$ cat config.mk
export PLATFORM = sky130hd
export DESIGN_NAME = slave_setpoint_ramp_sequencer
export DESIGN_NICKNAME = d
export VERILOG_FILES = /design/src/hdl/ssrs_pkg.sv /design/src/hdl/slave_setpoint_ramp_sequencer.sv /design/src/hdl/ssrs_cfg.sv /design/src/hdl/ssrs_volt.sv /design/src/hdl/ssrs_core.sv /design/src/hdl/ssrs_outq.sv
export VERILOG_INCLUDE_DIRS = /design/src /design/src/hdl
export SDC_FILE = /design/constraint.sdc
export NUM_CORES = 1
export LEC_CHECK = 0
export BUFFER_PORTS_ARGS = -buffer_cell sky130_fd_sc_hd__buf_2
export CAP_MARGIN = 10
export CELL_PAD_IN_SITES_DETAIL_PLACEMENT = 1
export CELL_PAD_IN_SITES_GLOBAL_PLACEMENT = 1
export CORE_MARGIN = 3
export CORE_UTILIZATION = 56
export DETAILED_ROUTE_END_ITERATION = 8
export HOLD_SLACK_MARGIN = 0.05
export PLACE_DENSITY_LB_ADDON = 0.1
export SLEW_MARGIN = 5
export SYNTH_ARGS = -nofsm -noshare
export SYNTH_HDL_FRONTEND = slang
export SYNTH_HIERARCHICAL = 1
export SYNTH_SLANG_ARGS = --single-unit
$ cat constraint.sdc
create_clock -name aclk -period 20.5 [get_ports aclk]
set_input_delay 1.025 -clock aclk [delete_from_list [all_inputs] [get_ports aclk]]
set_output_delay 1.025 -clock aclk [all_outputs]
set_load 0.01 [all_outputs]
$ cat src/hdl/slave_setpoint_ramp_sequencer_assert.svh
// Assertion macros for the setpoint ramp sequencer.
`ifndef SLAVE_SETPOINT_RAMP_SEQUENCER_ASSERT_SVH
`define SLAVE_SETPOINT_RAMP_SEQUENCER_ASSERT_SVH

// Same-cycle implication, checked out of reset.
`define SSRS_ASSERT_NOW(label, ante, cons) \
    label: assert property (@(posedge aclk) disable iff (!aresetn) (ante) |-> (cons)) \
        else $error("ssrs: assertion failed");

// Next-cycle implication, checked out of reset.
`define SSRS_ASSERT_NEXT(label, ante, cons) \
    label: assert property (@(posedge aclk) disable iff (!aresetn) (ante) |=> (cons)) \
        else $error("ssrs: assertion failed");

`endif

$ cat src/hdl/ssrs_pkg.sv
// Shared types and constants of the setpoint ramp sequencer.
package ssrs_pkg;

    typedef enum logic [2:0] {
        OP_START    = 3'd0,
        OP_STOP     = 3'd1,
        OP_SETPOINT = 3'd2,
        OP_SET_ALL  = 3'd3,
        OP_STATUS   = 3'd4,
        OP_UNKNOWN  = 3'd5,
        OP_TICK     = 3'd6
    } op_t;

    typedef enum logic [1:0] {
        ST_IDLE    = 2'd0,
        ST_RUNNING = 2'd1,
        ST_STOPPED = 2'd2,
        ST_ERROR   = 2'd3
    } status_t;

    localparam logic KIND_FEEDBACK = 1'b0;
    localparam logic KIND_CONTROL  = 1'b1;

    localparam logic [2:0] CFG_RAMP_STEP    = 3'd0;
    localparam logic [2:0] CFG_STOP_STEP    = 3'd1;
    localparam logic [2:0] CFG_MAX_SETPOINT = 3'd2;
    localparam logic [2:0] CFG_MAX_FEEDBACK = 3'd3;
    localparam logic [2:0] CFG_STOP_HOLD    = 3'd4;

    localparam logic [9:0]  RST_RAMP_STEP    = 10'd5;
    localparam logic [9:0]  RST_STOP_STEP    = 10'd1;
    localparam logic [9:0]  RST_MAX_SETPOINT = 10'd1000;
    localparam logic [9:0]  RST_MAX_FEEDBACK = 10'd900;
    localparam logic [15:0] RST_STOP_HOLD    = 16'd1000;

    localparam logic [15:0] STOP_COUNTDOWN = 16'hFFFF;

    // voltage scaling: adc * FB_MUL / FB_DIV
    localparam logic [10:0] FB_MUL = 11'd1617;
    localparam logic [23:0] FB_DIV = 24'd4095;

    localparam logic [3:0] LEN_SETPOINT = 4'd2;
    localparam logic [3:0] LEN_SET_ALL  = 4'd4;

    typedef struct packed {
        logic [9:0]  ramp_step;
        logic [9:0]  stop_step;
        logic [9:0]  max_setpoint;
        logic [9:0]  max_feedback;
        logic [15:0] stop_hold;
    } cfg_t;

    typedef struct packed {
        logic [2:0]  operation;
        logic [3:0]  frame_length;
        logic [7:0]  byte0;
        logic [7:0]  byte1;
        logic [7:0]  byte2;
        logic [7:0]  byte3;
        logic [11:0] adc_sample;
    } item_t;

    typedef struct packed {
        logic        kind;
        logic [1:0]  status;
        logic [9:0]  volt;
        logic [9:0]  ramped;
        logic        drive;
        logic        clear;
        logic [11:0] adc;
        logic        last;
    } result_t;

    typedef struct packed {
        logic [1:0] count;
        result_t    r0;
        result_t    r1;
    } push_t;

endpackage

$ cat src/hdl/slave_setpoint_ramp_sequencer.sv
// Setpoint ramp sequencer: top level with input register, config registers, core and result queue.
//
// Input stream (s_*): one transaction per decoded command or millisecond
// tick; s_tuser carries the operation, s_tdata the frame length, payload
// bytes and ADC sample. Output stream (m_*): feedback frames and control
// updates; m_tuser is the result kind, m_tlast marks the last result of
// an input transaction. Registers are written through cfg_wr_en, cfg_index
// and cfg_wdata, only while the block is idle; user rule, not enforced.
//
// An accepted transaction lands in the input register and is processed
// there once the result queue has room; its results go into the queue,
// whose head drives m_*. Throughput: one result leaves per cycle while
// m_tready is high; a command yields at most one result and a tick one,
// or two when it also sends a feedback frame. The single output port and
// the four-entry result queue set this figure.
//
// Reset (aresetn low, synchronous) empties the input register and queue,
// loads the register defaults and sets the status to stopped. When the
// receiver stalls, the queue fills, processing holds once fewer than two
// slots are free, and s_tready drops after the input register is full.
module slave_setpoint_ramp_sequencer #(
    parameter int unsigned FEEDBACK_PERIOD = 100
) (
    input  logic        aclk,
    input  logic        aresetn,
    input  logic        s_tvalid,
    output logic        s_tready,
    input  logic [47:0] s_tdata,   // frame_length[3:0], payload_byte0..3 (8 each), adc_sample[11:0]
    input  logic [2:0]  s_tuser,   // operation[2:0]
    output logic        m_tvalid,
    input  logic        m_tready,
    output logic [39:0] m_tdata,   // status_code[1:0], fb_voltage[9:0], ramped_setpoint[9:0],
                                   // drive_enable, regulator_clear, measured_adc[11:0], zero[3:0]
    output logic        m_tuser,   // result_kind
    output logic        m_tlast,   // last_result
    input  logic        cfg_wr_en,
    input  logic [2:0]  cfg_index,
    input  logic [15:0] cfg_wdata
);

    `include "slave_setpoint_ramp_sequencer_assert.svh"

    ssrs_pkg::cfg_t    cfg;
    ssrs_pkg::item_t   in_item_reg, in_item_next;
    logic              in_valid_reg, in_valid_next;
    ssrs_pkg::push_t   push;
    ssrs_pkg::result_t head;
    logic              room;
    logic              fire;
    logic              s_take;

    assign fire     = in_valid_reg && room;
    assign s_tready = !in_valid_reg || fire;
    assign s_take   = s_tvalid && s_tready;

    always_comb begin
        in_valid_next = s_take || (in_valid_reg && !fire);
        in_item_next  = in_item_reg;
        if (s_take) begin
            in_item_next.operation    = s_tuser;
            in_item_next.frame_length = s_tdata[3:0];
            in_item_next.byte0        = s_tdata[11:4];
            in_item_next.byte1        = s_tdata[19:12];
            in_item_next.byte2        = s_tdata[27:20];
            in_item_next.byte3        = s_tdata[35:28];
            in_item_next.adc_sample   = s_tdata[47:36];
        end
    end

    always_ff @(posedge aclk) begin
        in_item_reg <= in_item_next;
    end

    always_ff @(posedge aclk) begin
        if (!aresetn) begin
            in_valid_reg <= 1'b0;
        end else begin
            in_valid_reg <= in_valid_next;
        end
    end

    ssrs_cfg u_cfg (
        .aclk      (aclk),
        .aresetn   (aresetn),
        .cfg_wr_en (cfg_wr_en),
        .cfg_index (cfg_index),
        .cfg_wdata (cfg_wdata),
        .cfg       (cfg)
    );

    ssrs_core #(
        .FEEDBACK_PERIOD (FEEDBACK_PERIOD)
    ) u_core (
        .aclk    (aclk),
        .aresetn (aresetn),
        .fire    (fire),
        .item    (in_item_reg),
        .cfg     (cfg),
        .push    (push)
    );

    ssrs_outq u_outq (
        .aclk       (aclk),
        .aresetn    (aresetn),
        .push       (push),
        .pop_ready  (m_tready),
        .room       (room),
        .head_valid (m_tvalid),
        .head       (head)
    );

    assign m_tdata = {4'd0, head.adc, head.clear, head.drive, head.ramped, head.volt,
                      head.status};
    assign m_tuser = head.kind;
    assign m_tlast = head.last;

    // a feedback frame never drives or clears the regulator
    `SSRS_ASSERT_NOW(a_fb_no_drive, m_tvalid && (m_tuser == ssrs_pkg::KIND_FEEDBACK), (m_tdata[22] == 1'b0) && (m_tdata[23] == 1'b0))
    // drive and clear are exclusive
    `SSRS_ASSERT_NOW(a_drive_clear_excl, m_tvalid, !(m_tdata[22] && m_tdata[23]))
    // a control update always closes its transaction
    `SSRS_ASSERT_NOW(a_ctrl_last, m_tvalid && (m_tuser == ssrs_pkg::KIND_CONTROL), m_tlast)
    // anything pushed shows up on the output the next cycle
    `SSRS_ASSERT_NEXT(a_push_shows, push.count != 2'd0, m_tvalid)

endmodule

$ cat src/hdl/ssrs_cfg.sv
// Configuration register file with write decode.
module ssrs_cfg (
    input  logic                aclk,
    input  logic                aresetn,
    input  logic                cfg_wr_en,
    input  logic [2:0]          cfg_index,
    input  logic [15:0]         cfg_wdata,
    output ssrs_pkg::cfg_t      cfg
);

    ssrs_pkg::cfg_t cfg_reg, cfg_next;

    always_comb begin
        cfg_next = cfg_reg;
        if (cfg_wr_en) begin
            unique case (cfg_index)
                ssrs_pkg::CFG_RAMP_STEP:    cfg_next.ramp_step    = cfg_wdata[9:0];
                ssrs_pkg::CFG_STOP_STEP:    cfg_next.stop_step    = cfg_wdata[9:0];
                ssrs_pkg::CFG_MAX_SETPOINT: cfg_next.max_setpoint = cfg_wdata[9:0];
                ssrs_pkg::CFG_MAX_FEEDBACK: cfg_next.max_feedback = cfg_wdata[9:0];
                ssrs_pkg::CFG_STOP_HOLD:    cfg_next.stop_hold    = cfg_wdata;
                default:                    cfg_next = cfg_reg;
            endcase
        end
    end

    always_ff @(posedge aclk) begin
        if (!aresetn) begin
            cfg_reg.ramp_step    <= ssrs_pkg::RST_RAMP_STEP;
            cfg_reg.stop_step    <= ssrs_pkg::RST_STOP_STEP;
            cfg_reg.max_setpoint <= ssrs_pkg::RST_MAX_SETPOINT;
            cfg_reg.max_feedback <= ssrs_pkg::RST_MAX_FEEDBACK;
            cfg_reg.stop_hold    <= ssrs_pkg::RST_STOP_HOLD;
        end else begin
            cfg_reg <= cfg_next;
        end
    end

    assign cfg = cfg_reg;

endmodule

$ cat src/hdl/ssrs_volt.sv
// Feedback voltage scaling: floor(adc * 1617 / 4095), saturated.
module ssrs_volt (
    input  logic [11:0] adc,
    input  logic [9:0]  max_feedback,
    output logic [9:0]  volt
);

    logic [22:0] prod;
    logic [23:0] est_sum;
    logic [11:0] q_est;
    logic [23:0] rem;
    logic [11:0] quot;

    // 1/4095 ~ (1 + 2^-12) / 4096; the estimate is low by at most one
    assign prod    = 23'(adc) * 23'(ssrs_pkg::FB_MUL);
    assign est_sum = {1'b0, prod} + 24'(prod[22:12]);
    assign q_est   = est_sum[23:12];
    assign rem     = {1'b0, prod} - {q_est, 12'd0} + 24'(q_est);
    assign quot    = (rem >= ssrs_pkg::FB_DIV) ? q_est + 12'd1 : q_est;
    assign volt    = (quot > {2'b00, max_feedback}) ? max_feedback : quot[9:0];

endmodule

$ cat src/hdl/ssrs_core.sv
// Sequencer state and single-pass command/tick processing.
module ssrs_core #(
    parameter int unsigned FEEDBACK_PERIOD = 100
) (
    input  logic            aclk,
    input  logic            aresetn,
    input  logic            fire,
    input  ssrs_pkg::item_t item,
    input  ssrs_pkg::cfg_t  cfg,
    output ssrs_pkg::push_t push
);

    // exact floor(n / FEEDBACK_PERIOD) for 17-bit n via reciprocal multiply
    localparam int unsigned DIV_L = $clog2(FEEDBACK_PERIOD);
    localparam int unsigned DIV_S = 17 + DIV_L;
    localparam longint unsigned DIV_R =
        ((64'd1 << DIV_S) + FEEDBACK_PERIOD - 1) / FEEDBACK_PERIOD;
    localparam logic [34:0] DIV_M = 35'(DIV_R);
    localparam logic [16:0] PERIOD_M1 = 17'(FEEDBACK_PERIOD - 1);

    logic             running_reg, running_next;
    logic             stop_reg, stop_next;
    logic [9:0]       target_reg, target_next;
    logic [9:0]       ramped_reg, ramped_next;
    logic [1:0]       status_reg, status_next;
    logic [15:0]      cd_reg, cd_next;
    logic [11:0]      adc_last_reg, adc_last_next;

    logic [9:0]       volt;
    logic [16:0]      div_a, div_b;
    logic [34:0]      prod_a, prod_b;
    logic             div_hit;
    logic [15:0]      sp_raw;
    logic [9:0]       sp_clamped;
    logic             take_sp;
    logic             cmd_fb, tick_fb, is_tick;
    logic             drive, clear;
    logic [1:0]       n_res;
    ssrs_pkg::result_t fb_res, ctrl_res;

    function automatic logic [9:0] approach(input logic [9:0] cur, input logic [9:0] tgt,
                                            input logic [9:0] step);
        logic [9:0] res;
        res = cur;
        if (cur < tgt) begin
            res = ((tgt - cur) > step) ? cur + step : tgt;
        end else if (cur > tgt) begin
            res = ((cur - tgt) > step) ? cur - step : tgt;
        end
        return res;
    endfunction

    ssrs_volt u_volt (
        .adc          (adc_last_reg),
        .max_feedback (cfg.max_feedback),
        .volt         (volt)
    );

    // new count c = cd-1 is a multiple of the period when floor((c+P)/P)
    // differs from floor((c+P-1)/P)
    assign div_a   = {1'b0, cd_reg} + PERIOD_M1;
    assign div_b   = div_a - 17'd1;
    assign prod_a  = 35'(div_a) * DIV_M;
    assign prod_b  = 35'(div_b) * DIV_M;
    assign div_hit = prod_a[34:DIV_S] != prod_b[34:DIV_S];

    always_comb begin
        sp_raw = (ssrs_pkg::op_t'(item.operation) == ssrs_pkg::OP_SET_ALL)
                 ? {item.byte2, item.byte3} : {item.byte0, item.byte1};
        sp_clamped = (sp_raw > {6'd0, cfg.max_setpoint}) ? cfg.max_setpoint : sp_raw[9:0];
    end

    always_comb begin
        running_next  = running_reg;
        stop_next     = stop_reg;
        target_next   = target_reg;
        ramped_next   = ramped_reg;
        status_next   = status_reg;
        cd_next       = cd_reg;
        adc_last_next = adc_last_reg;
        cmd_fb        = 1'b0;
        tick_fb       = 1'b0;
        is_tick       = 1'b0;
        take_sp       = 1'b0;
        drive         = 1'b0;
        clear         = 1'b0;

        unique case (ssrs_pkg::op_t'(item.operation))
            ssrs_pkg::OP_START: begin
                running_next = 1'b1;
                status_next  = ssrs_pkg::ST_RUNNING;
                cmd_fb       = 1'b1;
            end
            ssrs_pkg::OP_STOP: begin
                stop_next   = 1'b1;
                target_next = '0;
                cd_next     = ssrs_pkg::STOP_COUNTDOWN;
                status_next = ssrs_pkg::ST_STOPPED;
                cmd_fb      = 1'b1;
            end
            ssrs_pkg::OP_SETPOINT: take_sp = item.frame_length >= ssrs_pkg::LEN_SETPOINT;
            ssrs_pkg::OP_SET_ALL:  take_sp = item.frame_length >= ssrs_pkg::LEN_SET_ALL;
            ssrs_pkg::OP_STATUS:   cmd_fb = 1'b1;
            ssrs_pkg::OP_UNKNOWN: begin
                status_next = ssrs_pkg::ST_ERROR;
                cmd_fb      = 1'b1;
            end
            ssrs_pkg::OP_TICK: begin
                is_tick = 1'b1;
                if (cd_reg != 16'd0) begin
                    cd_next = cd_reg - 16'd1;
                    tick_fb = div_hit;
                end
                adc_last_next = item.adc_sample;
                if (running_reg) begin
                    if (stop_reg) begin
                        if (ramped_reg > cfg.stop_step) begin
                            ramped_next = ramped_reg - cfg.stop_step;
                        end else begin
                            ramped_next = '0;
                            stop_next   = 1'b0;
                            cd_next     = cfg.stop_hold;
                        end
                    end else begin
                        ramped_next = approach(ramped_reg, target_reg, cfg.ramp_step);
                    end
                    drive = ramped_next != 10'd0;
                    clear = ramped_next == 10'd0;
                end
            end
            default: ;
        endcase

        if (take_sp) begin
            target_next = sp_clamped;
            cmd_fb      = 1'b1;
            if (!running_reg) begin
                status_next = ssrs_pkg::ST_STOPPED;
            end else begin
                stop_next   = 1'b0;
                cd_next     = '0;
                status_next = ssrs_pkg::ST_RUNNING;
            end
        end
    end

    always_comb begin
        fb_res.kind   = ssrs_pkg::KIND_FEEDBACK;
        fb_res.status = status_next;
        fb_res.volt   = volt;
        fb_res.ramped = ramped_reg;
        fb_res.drive  = 1'b0;
        fb_res.clear  = 1'b0;
        fb_res.adc    = adc_last_reg;
        fb_res.last   = !is_tick;

        ctrl_res.kind   = ssrs_pkg::KIND_CONTROL;
        ctrl_res.status = status_reg;
        ctrl_res.volt   = '0;
        ctrl_res.ramped = ramped_next;
        ctrl_res.drive  = drive;
        ctrl_res.clear  = clear;
        ctrl_res.adc    = adc_last_next;
        ctrl_res.last   = 1'b1;

        if (is_tick) begin
            n_res = tick_fb ? 2'd2 : 2'd1;
        end else begin
            n_res = cmd_fb ? 2'd1 : 2'd0;
        end

        push.count = fire ? n_res : 2'd0;
        push.r0    = (is_tick && !tick_fb) ? ctrl_res : fb_res;
        push.r1    = ctrl_res;
    end

    always_ff @(posedge aclk) begin
        if (!aresetn) begin
            running_reg  <= 1'b0;
            stop_reg     <= 1'b0;
            target_reg   <= '0;
            ramped_reg   <= '0;
            status_reg   <= ssrs_pkg::ST_STOPPED;
            cd_reg       <= '0;
            adc_last_reg <= '0;
        end else if (fire) begin
            running_reg  <= running_next;
            stop_reg     <= stop_next;
            target_reg   <= target_next;
            ramped_reg   <= ramped_next;
            status_reg   <= status_next;
            cd_reg       <= cd_next;
            adc_last_reg <= adc_last_next;
        end
    end

endmodule

$ cat src/hdl/ssrs_outq.sv
// Four-entry result queue, up to two pushes and one pop per cycle.
module ssrs_outq (
    input  logic              aclk,
    input  logic              aresetn,
    input  ssrs_pkg::push_t   push,
    input  logic              pop_ready,
    output logic              room,
    output logic              head_valid,
    output ssrs_pkg::result_t head
);

    ssrs_pkg::result_t entry_reg [4];
    logic [1:0] wr_ptr_reg, wr_ptr_next;
    logic [1:0] rd_ptr_reg, rd_ptr_next;
    logic [2:0] count_reg, count_next;
    logic       pop;

    assign head_valid = count_reg != 3'd0;
    assign head       = entry_reg[rd_ptr_reg];
    assign pop        = head_valid && pop_ready;
    // leave space for a two-result item regardless of the pop
    assign room       = count_reg <= 3'd2;

    always_comb begin
        wr_ptr_next = wr_ptr_reg + push.count;
        rd_ptr_next = rd_ptr_reg + {1'b0, pop};
        count_next  = count_reg + {1'b0, push.count} - {2'b00, pop};
    end

    always_ff @(posedge aclk) begin
        if (push.count != 2'd0) begin
            entry_reg[wr_ptr_reg] <= push.r0;
        end
        if (push.count == 2'd2) begin
            entry_reg[wr_ptr_reg + 2'd1] <= push.r1;
        end
    end

    always_ff @(posedge aclk) begin
        if (!aresetn) begin
            wr_ptr_reg <= '0;
            rd_ptr_reg <= '0;
            count_reg  <= '0;
        end else begin
            wr_ptr_reg <= wr_ptr_next;
            rd_ptr_reg <= rd_ptr_next;
            count_reg  <= count_next;
        end
    end

endmodule
## After elaboration in Yosys (flattened, before gate mapping)

Memory sizes are Yosys's and may differ from the RTL's. A register that Yosys moved wholly into a read port is not among the register bits.
Index checks and enable logic that the tools add are counted.

- RAM bits: 152
- Bits in registers: 167
- Memories: 1
- Input bits: 75
- Output and inout port bits: 44
- Word-level logic and storage cells: 147

- Add/sub/neg operators: 17
- Reduce and logical (&&, ||, !) cells: 27
- $lt $le $gt $ge: 11
- Mux-type cells: 53
- Equal/unequal tests: 12
- Multiply operators: 3

Memories:

| name | depth | width | read ports | clocked after memory_dff | write ports | line | RTL |
|---|---|---|---|---|---|---|---|
| u_outq.entry_reg | 4 | 38 | 1 | 1 | 2 | ssrs_outq.sv:12 | `ssrs_pkg::result_t entry_reg [4];` |

Operators by type and width:

| cell | count |
|---|---|
| two-way mux 10 bit | 14 |
| two-way mux 16 bit | 7 |
| multiplier 17 x 18 -> 35 bit, second input constant | 2 |
| > comparator 10 bit | 4 |
| subtractor 10 bit | 4 |
| two-way mux 38 bit | 1 |
| case mux 16 bit (2 select lines) | 1 |
| adder 23 x 11 -> 24 bit | 1 |
| adder 24 x 12 -> 24 bit | 1 |
| greater-or-equal comparator 24 x 12 -> 1 bit, second input constant | 1 |
| two-way mux 12 bit | 2 |
| subtractor 23 x 24 -> 24 bit | 1 |
| multiplier 12 x 11 -> 23 bit, second input constant | 1 |
| two-way mux 1 bit | 19 |
| adder 16 x 7 -> 17 bit, second input constant | 1 |
| subtractor 17 x 1 -> 17 bit, second input constant | 1 |
| > comparator 16 x 10 -> 1 bit | 1 |
| nonzero test 16 bit | 1 |
| subtractor 16 x 1 -> 16 bit, second input constant | 1 |
| AND reduction 2 bit | 7 |
| adder 12 x 1 -> 12 bit, second input constant | 1 |
| equality test 3 x 2 -> 1 bit, second input constant | 4 |
| equality test 3 bit, second input constant | 4 |
| > comparator 12 x 10 -> 1 bit | 1 |
| 25 further kinds | 42 |

## Logic depth before layout (Yosys ltp)

Gate-level depths: netlist of the first run.

- Word-level depth: 12
- Mapped depth: 53
- Mapped depth without buffers: 51

## Hierarchy

Netlist of the first run, hierarchy kept.

By module, submodules not included:

| module | times used | cells each | area each (um^2) | seq. area each (um^2) |
|---|---|---|---|---|
| ssrs_core | 1 | 2,209 | 18,681.7 | 1,041.0 |
| ssrs_outq | 1 | 412 | 7,872.6 | 4,704.5 |
| ssrs_volt | 1 | 638 | 5,008.6 | 0.0 |
| ssrs_cfg | 1 | 213 | 2,182.1 | 1,121.1 |
| slave_setpoint_ramp_sequencer | 1 | 62 | 1,630.3 | 1,551.5 |

## Least setup slack after synthesis of the first run

No wires, ideal clock.

- Path kind: register to register
- Start: register u_core.cd_reg[0]
- End: memory u_outq/entry_reg[0][0] in the netlist's numbering (enable)
- Library setup time: 486 ps
- Path buffers: 1
- Setup slack: 7,632 ps
- Clock period less this slack: 12,868 ps
- Data arrival time: 12,382 ps
- Stages on the path, launching flop included: 37
- Data required time: 20,014 ps
- Path through: dfxtp_1 -> buf_1 -> inv_1 -> ha_1 -> and4b_1 -> o31ai_1 -> xor2_1 -> inv_1 -> nor4_1 -> nand3_1 -> nor2_1 -> nand2_1 -> xnor2_1 -> xnor2_1 -> xnor2_1 -> inv_1 -> fa_1 -> fa_1 -> fa_1 -> fa_1 -> inv_1 -> fa_1 -> inv_1 -> ha_1 -> a21o_1 -> a211o_1 -> o211ai_1 -> a211oi_1 -> a211oi_1 -> nand2b_2 -> xnor3_1 -> or3_4 -> a2111oi_4 -> nor3_1 -> nor2_1 -> o21bai_1 -> o21ai_0

RTL lines:

| what | line | RTL |
|---|---|---|
| start, declared | ssrs_core.sv:26 | `logic [15:0] cd_reg, cd_next;` |
| start signal, assigned | ssrs_core.sv:192 | `cd_reg <= cd_next;` |
| end, declared | ssrs_outq.sv:12 |  |

==> results.yml, run 1 <==
run_status:
  outcome: "complete, no violations"
sta:
  finalSetupViolCount: 0
  final.min_clock_period_ns: 14.33
  max_freq_mhz: 69.8
  clock-skew-final_ns: 0.0313
  relSlewSlack: 0.0943
  worst_slew_pin_slew_ns: 1.32
  setup_tns_ns: 0
  fin_crit_sh: 0.699
  rsz0062_at_grt: "no"
  hold_violations: 0
  drv_slew: 0
min_path:
  hp-start: "u_cfg/cfg[40]"
  min_to: "u_cfg/cfg[40]"
  hold_path_depth: 2
  hp-class: "reg2reg"
floorplan:
  die_area_um2: 66200
  num_rows: 91
  die_w_um: 257
  ioPinCount: 119
  start_util: 0.570
  die-height_um: 257
  coreArea_um2: 62100
global_routing:
  antenna_found_initial: 2
  grt_max_degree: 86
  grt_pass1_vias: 29768
  groute.usage.overall: 0.321
  grt_overflow_total: 0
  grt_pass1_wl_um: 168000
drt:
  routed_wirelength_um: 107000
  vias_per_cell: 6.06
  first_pass_iters: 5
  drc_errors: 0
  ant_nets: 0
  routed-via-count: 27039
  drt_iter0_drc: 1812
  wl_per_cell_um: 24.0
clock_tree:
  clock_sinks: 318
  cts_hold_buf: 0
  cts_tree: "done"
  post_cts_buffers: 0
  numCtsBuffers: 31
  clk_pin_slew_ns: 0.07
  worstSkewPairLatency_ns: 0.60
  htree_levels: 1
  clockRootBuffer: "clkbuf_16"
  post_cts_resized: 0
  clk_path_buf_depth: 3
yosys:
  syn_area_um2: 35300
  syn_inst: 3533
  syn_avg_cell_area_um2: 10.0
  yosys_warnings: 6
flow_run:
  maxCapViolations: 0
final_layout:
  largest_reg_flops: 152
  utilization: 0.607
  drive_above_1_share: 0.126
  instances_no_fill: 4463
  nets: 4410
  areaGrowthSynthToFinish_pct: 6.61
worst_setup_path:
  path_common_cell: "ha_1"
  setup.worst_path.end_class: "register"
  required_ns: 20.84
  start_kind: "register"
  cp_slowest_cell: "nor4_1"
  rrSetupSlack_ns: 6.17
  worstPathMaxFanout: 12
  critPathKind: "reg2reg"
  slowest_delay_ns: 0.96
  worst_r2r_endpoint: "u_outq/entry_reg[0][33]"
  reg2reg_from: "u_core/adc_last_reg[1]"
  reg2reg_depth: 50
  arrival_ns: 14.67
  cp-startpoint: "u_core/adc_last_reg[1]"
place:
  place_hpwl_um: 84200
  gp_congestion: 0.930
  dpl.cell_count: 4404
  portBuffers: 113
power:
  power_leakage_nw: 18.1
  vdd_ir_drop_max_mv: 0.206
  power_density_nw_per_um2: 168
  p_total_mw: 6.32
## per-layer routing
layer	global-route usage	part of all wire	vias up
met1	0.419	0.42	13670
met3	0.0421	0.053	190
met4	0.103	0.035	2
met2	0.556	0.49	791
met5	0	0.00012	-
li1	-	-	12386
## how the worst max path moves through the flow
stage,to,depth (start not counted)
detailed placement,u_outq/entry_reg[0][30],50
CTS,u_outq/entry_reg[0][33],50
global route,u_outq/entry_reg[0][33],51
global placement,u_outq/entry_reg[0][34],50
finish,u_outq/entry_reg[0][33],50
floorplan,u_outq/entry_reg[0][0],36
## per-stage QoR
| stage | instance area, µm² | hold slack (ns) | setup WS [ns] |
|---|---|---|---|
| after CTS | 37700 | 0.465 | 6.31 |
| after global placement | 36700 | 0.446 | 6.70 |
| final | 37700 | 0.461 | 6.17 |
| after detailed placement | 36700 | 0.451 | 6.40 |
| after global routing | 37700 | 0.481 | 5.29 |
| after floorplan | 35400 | 0.432 | 7.63 |
## worst max-delay path, delay by kind of cell (launching register included)
family | cells | cell delay (ns)
DFF | 1 | 0.69
and+or+nand+nor | 13 | 3.71
adders and majority gates | 10 | 3.46
AOI/OAI and AO/OA | 18 | 4.34
buffers and inverters | 6 | 0.74
muxes | 3 | 1.12
## cells in the final DEF (no fill, tap or decap), types with 28 or more instances in the layout
| cell type | instances |
|---|---|
| inv_1 | 550 |
| ha_1 | 501 |
| nand2_1 | 237 |
| fa_1 | 234 |
| edfxtp_1 | 202 |
| a21oi_1 | 149 |
| nor2_1 | 142 |
| o21ai_0 | 123 |
| dfxtp_1 | 114 |
| buf_2 | 112 |
| mux2_2 | 112 |
| xnor2_1 | 101 |
| mux2i_1 | 89 |
| nor2b_1 | 58 |
| a21o_1 | 58 |
| mux2_4 | 55 |
| nand3_1 | 53 |
| nor3_1 | 50 |
| and2_1 | 42 |
| xor2_1 | 41 |
| mux4_2 | 38 |
| clkbuf_16 | 32 |
| buf_4 | 30 |
| mux2_1 | 29 |
| nand4_1 | 28 |
## final cells by class
type / count / area, µm²
clock buffer: 45 / 870
sequential: 318 / 8390
multi-input combinational: 2556 / 24400
tap: 837 / 1050
timing repair buffer: 142 / 786
clock inverter: 13 / 136
fill: 6773 / 24400
antenna: 1 / 2.50
inverter: 551 / 2070
## where the power goes
part,internal [mW],total [mW],switching [mW]
clock,0.322,0.587,0.265
sequential,0.766,0.820,0.0538
combinational,1.95,4.91,2.96
total,3.04,6.32,3.28
Note: power is estimated with default switching activity, not from simulation.
==> run 2: changes to the inputs <==
CORE_UTILIZATION = 47   (was 56)
clock period = 12.15 ns   (was 20.5 ns; I/O delays follow)
==> results.yml, run 2 (synthesis results as in run 1) <==
run_status:
  outcome: "complete, no violations"
drt:
  drc_errors: 0
  drt_iter0_drc: 1272
  routed_wirelength_um: 105000
  routed-via-count: 26764
  ant_nets: 0
  first_pass_iters: 5
  wl_per_cell_um: 22.4
  vias_per_cell: 5.68
power:
  vdd_ir_drop_max_mv: 0.263
  combPwrFrac: 0.796
  p_sw_frac: 0.502
  power.share.sequential: 0.120
  pwr-share-clk: 0.084
  p_switching_mw: 5.61
  power_leakage_nw: 18.9
  power_density_nw_per_um2: 283
  p_int_mw: 5.57
floorplan:
  num_rows: 99
  die_area_um2: 78500
  die-height_um: 280
  die_w_um: 280
  coreArea_um2: 73700
  start_util: 0.480
  ioPinCount: 119
global_routing:
  grt_pass1_wl_um: 163000
  grt_overflow_total: 0
  grt_max_degree: 91
  grt_pass1_vias: 28753
  groute.usage.overall: 0.264
  antenna_found_initial: 2
place:
  place_hpwl_um: 85700
  gp_congestion: 0.888
  place_area_um2: 37800
  portBuffers: 113
  dp_slack_ns: -0.251
clock_tree:
  htree_levels: 1
  worstSkewPairLatency_ns: 0.60
  clk_pin_slew_ns: 0.07
  numCtsBuffers: 30
  clk_path_buf_depth: 3
  clockRootBuffer: "clkbuf_16"
  cts_tree: "done"
  clock_sinks: 318
  cts_hold_buf: 0
worst_setup_path:
  worst_r2r_endpoint: "u_outq/entry_reg[1][26]"
  path_common_cell: "inv_1"
  slowest_delay_ns: 0.52
  required_ns: 12.49
  reg2reg_depth: 55
  cp_slowest_cell: "or4_4"
  cp.depth: 55
  worstPathMaxFanout: 5
  arrival_ns: 12.08
  cp-startpoint: "u_core/adc_last_reg[2]"
  worst_path_dominant_cell_family: "compound AO/OA/AOI/OAI gates"
  reg2reg_from: "u_core/adc_last_reg[2]"
  start_kind: "register"
  critPathCapture: "u_outq/entry_reg[1][26]"
  setup.worst_path.end_class: "register"
  critPathKind: "reg2reg"
  path_buf_inv: 11
  rrSetupSlack_ns: 0.41
sta:
  finalSetupViolCount: 0
  max_freq_mhz: 85.2
  drv_slew: 0
  fin_hold_ws_ns: 0.178
  fin_crit_sh: 0.966
  hold_violations: 0
  relSlewSlack: 0.300
  final.min_clock_period_ns: 11.74
  setup_tns_ns: 0
  clock-skew-final_ns: 0.0383
  worst_slack_ns: 0.412
  worst_slew_pin_slew_ns: 1.04
final_layout:
  layout.cells.most_common: "inv_1"
  filler_cell_count: 8182
  nets: 4536
  utilization: 0.536
  final_area_um2: 39500
  areaGrowthSynthToFinish_pct: 11.7
  mostFrequentLayoutCells: "inv_1, ha_1, nand2_1"
  largest_reg_flops: 152
  drive_above_1_share: 0.179
flow_run:
  maxCapViolations: 0
min_path:
  hp-class: "in2reg"
[run 2: changes by cell type in the layout (fill, tap and decap cells not counted), moves of 7 or more]
cell      delta
buf_4      +113
ha_1        -15
a21oi_1     -12
a21oi_2     +10
buf_12       +9
ha_4         +9
o21ai_0      -9
and2_4       +8
a211oi_1     -7
and2_1       -7
nor3_1       -7
[run 2: how the worst min path moves through the flow]
stage                        startpoint         endpoint  slack (ns)  cells past startpoint
after floorplan           u_cfg/cfg[13]    u_cfg/cfg[13]        0.43                      2
after global placement    u_cfg/cfg[40]    u_cfg/cfg[40]        0.45                      2
after detailed placement  u_cfg/cfg[12]    u_cfg/cfg[12]        0.45                      2
after CTS                   s_tdata[45]   in_item_reg[9]        0.16                      1
after global routing        s_tdata[47]  in_item_reg[11]        0.16                      1
final                       s_tdata[42]   in_item_reg[6]        0.18                      1
[run 2: worst register-to-register path, delay by kind of cell, from the launching register on]
| kind | cells | cell delay (ns) |
|---|---|---|
| DFF | 1 | 0.34 |
| adders and majority gates | 11 | 3.50 |
| AOI/OAI and AO/OA | 20 | 3.79 |
| buffers and inverters | 11 | 1.12 |
| muxes | 3 | 0.93 |
| and+or+nand+nor | 10 | 1.83 |
[run 2: final cells by class]
cell class | instances | area, µm² | share of cell area
antenna | 1 | 2.50 | 0.0000634
clock buffer | 45 | 867 | 0.0220
clock inverter | 11 | 104 | 0.00263
inverter | 551 | 2070 | 0.0524
multi-input combinational | 2556 | 24900 | 0.632
sequential | 318 | 8390 | 0.213
tap | 959 | 1200 | 0.0304
timing repair buffer | 269 | 1890 | 0.0479
[run 2: power by group through the flow]
| stage | combinational [mW] | sequential (mW) | clock [mW] |
|---|---|---|---|
| 5_1_grt | 9.94 | 1.35 | 1.00 |
| 4_1_cts | 8.69 | 1.34 | 0.961 |
| 6_report | 8.90 | 1.34 | 0.942 |
| 2_1_floorplan | 5.90 | 1.35 | 0 |
| 3_3_place_gp | 8.14 | 1.36 | 0 |
| 3_5_place_dp | 8.48 | 1.36 | 0 |
[run 2: layer usage]
layer | vias up | routed length (µm) | global-route usage
met3 | 116 | 3210 | 0.0200
li1 | 12620 | - | -
met4 | 2 | 2470 | 0.0551
met2 | 460 | 52200 | 0.466
met1 | 13566 | 47500 | 0.357
met5 | - | 13 | 0
[run 2: timing repair]
action	in CTS	in global routing
gates resized for setup	43	88
setup buffers	5	12
setup endpoints to repair	40	275
endpoints found under the hold margin	0	0
gates cloned	1	0
pin swaps	13	32
[run 2: metrics by stage]
| stage | cells | power (mW) |
|---|---|---|
| after CTS | 4697 | 11.0 |
| after global placement | 4635 | 9.49 |
| after floorplan | 3546 | 7.25 |
| after global routing | 4709 | 12.3 |
| after detailed placement | 4635 | 9.85 |
| final | 4710 | 11.2 |
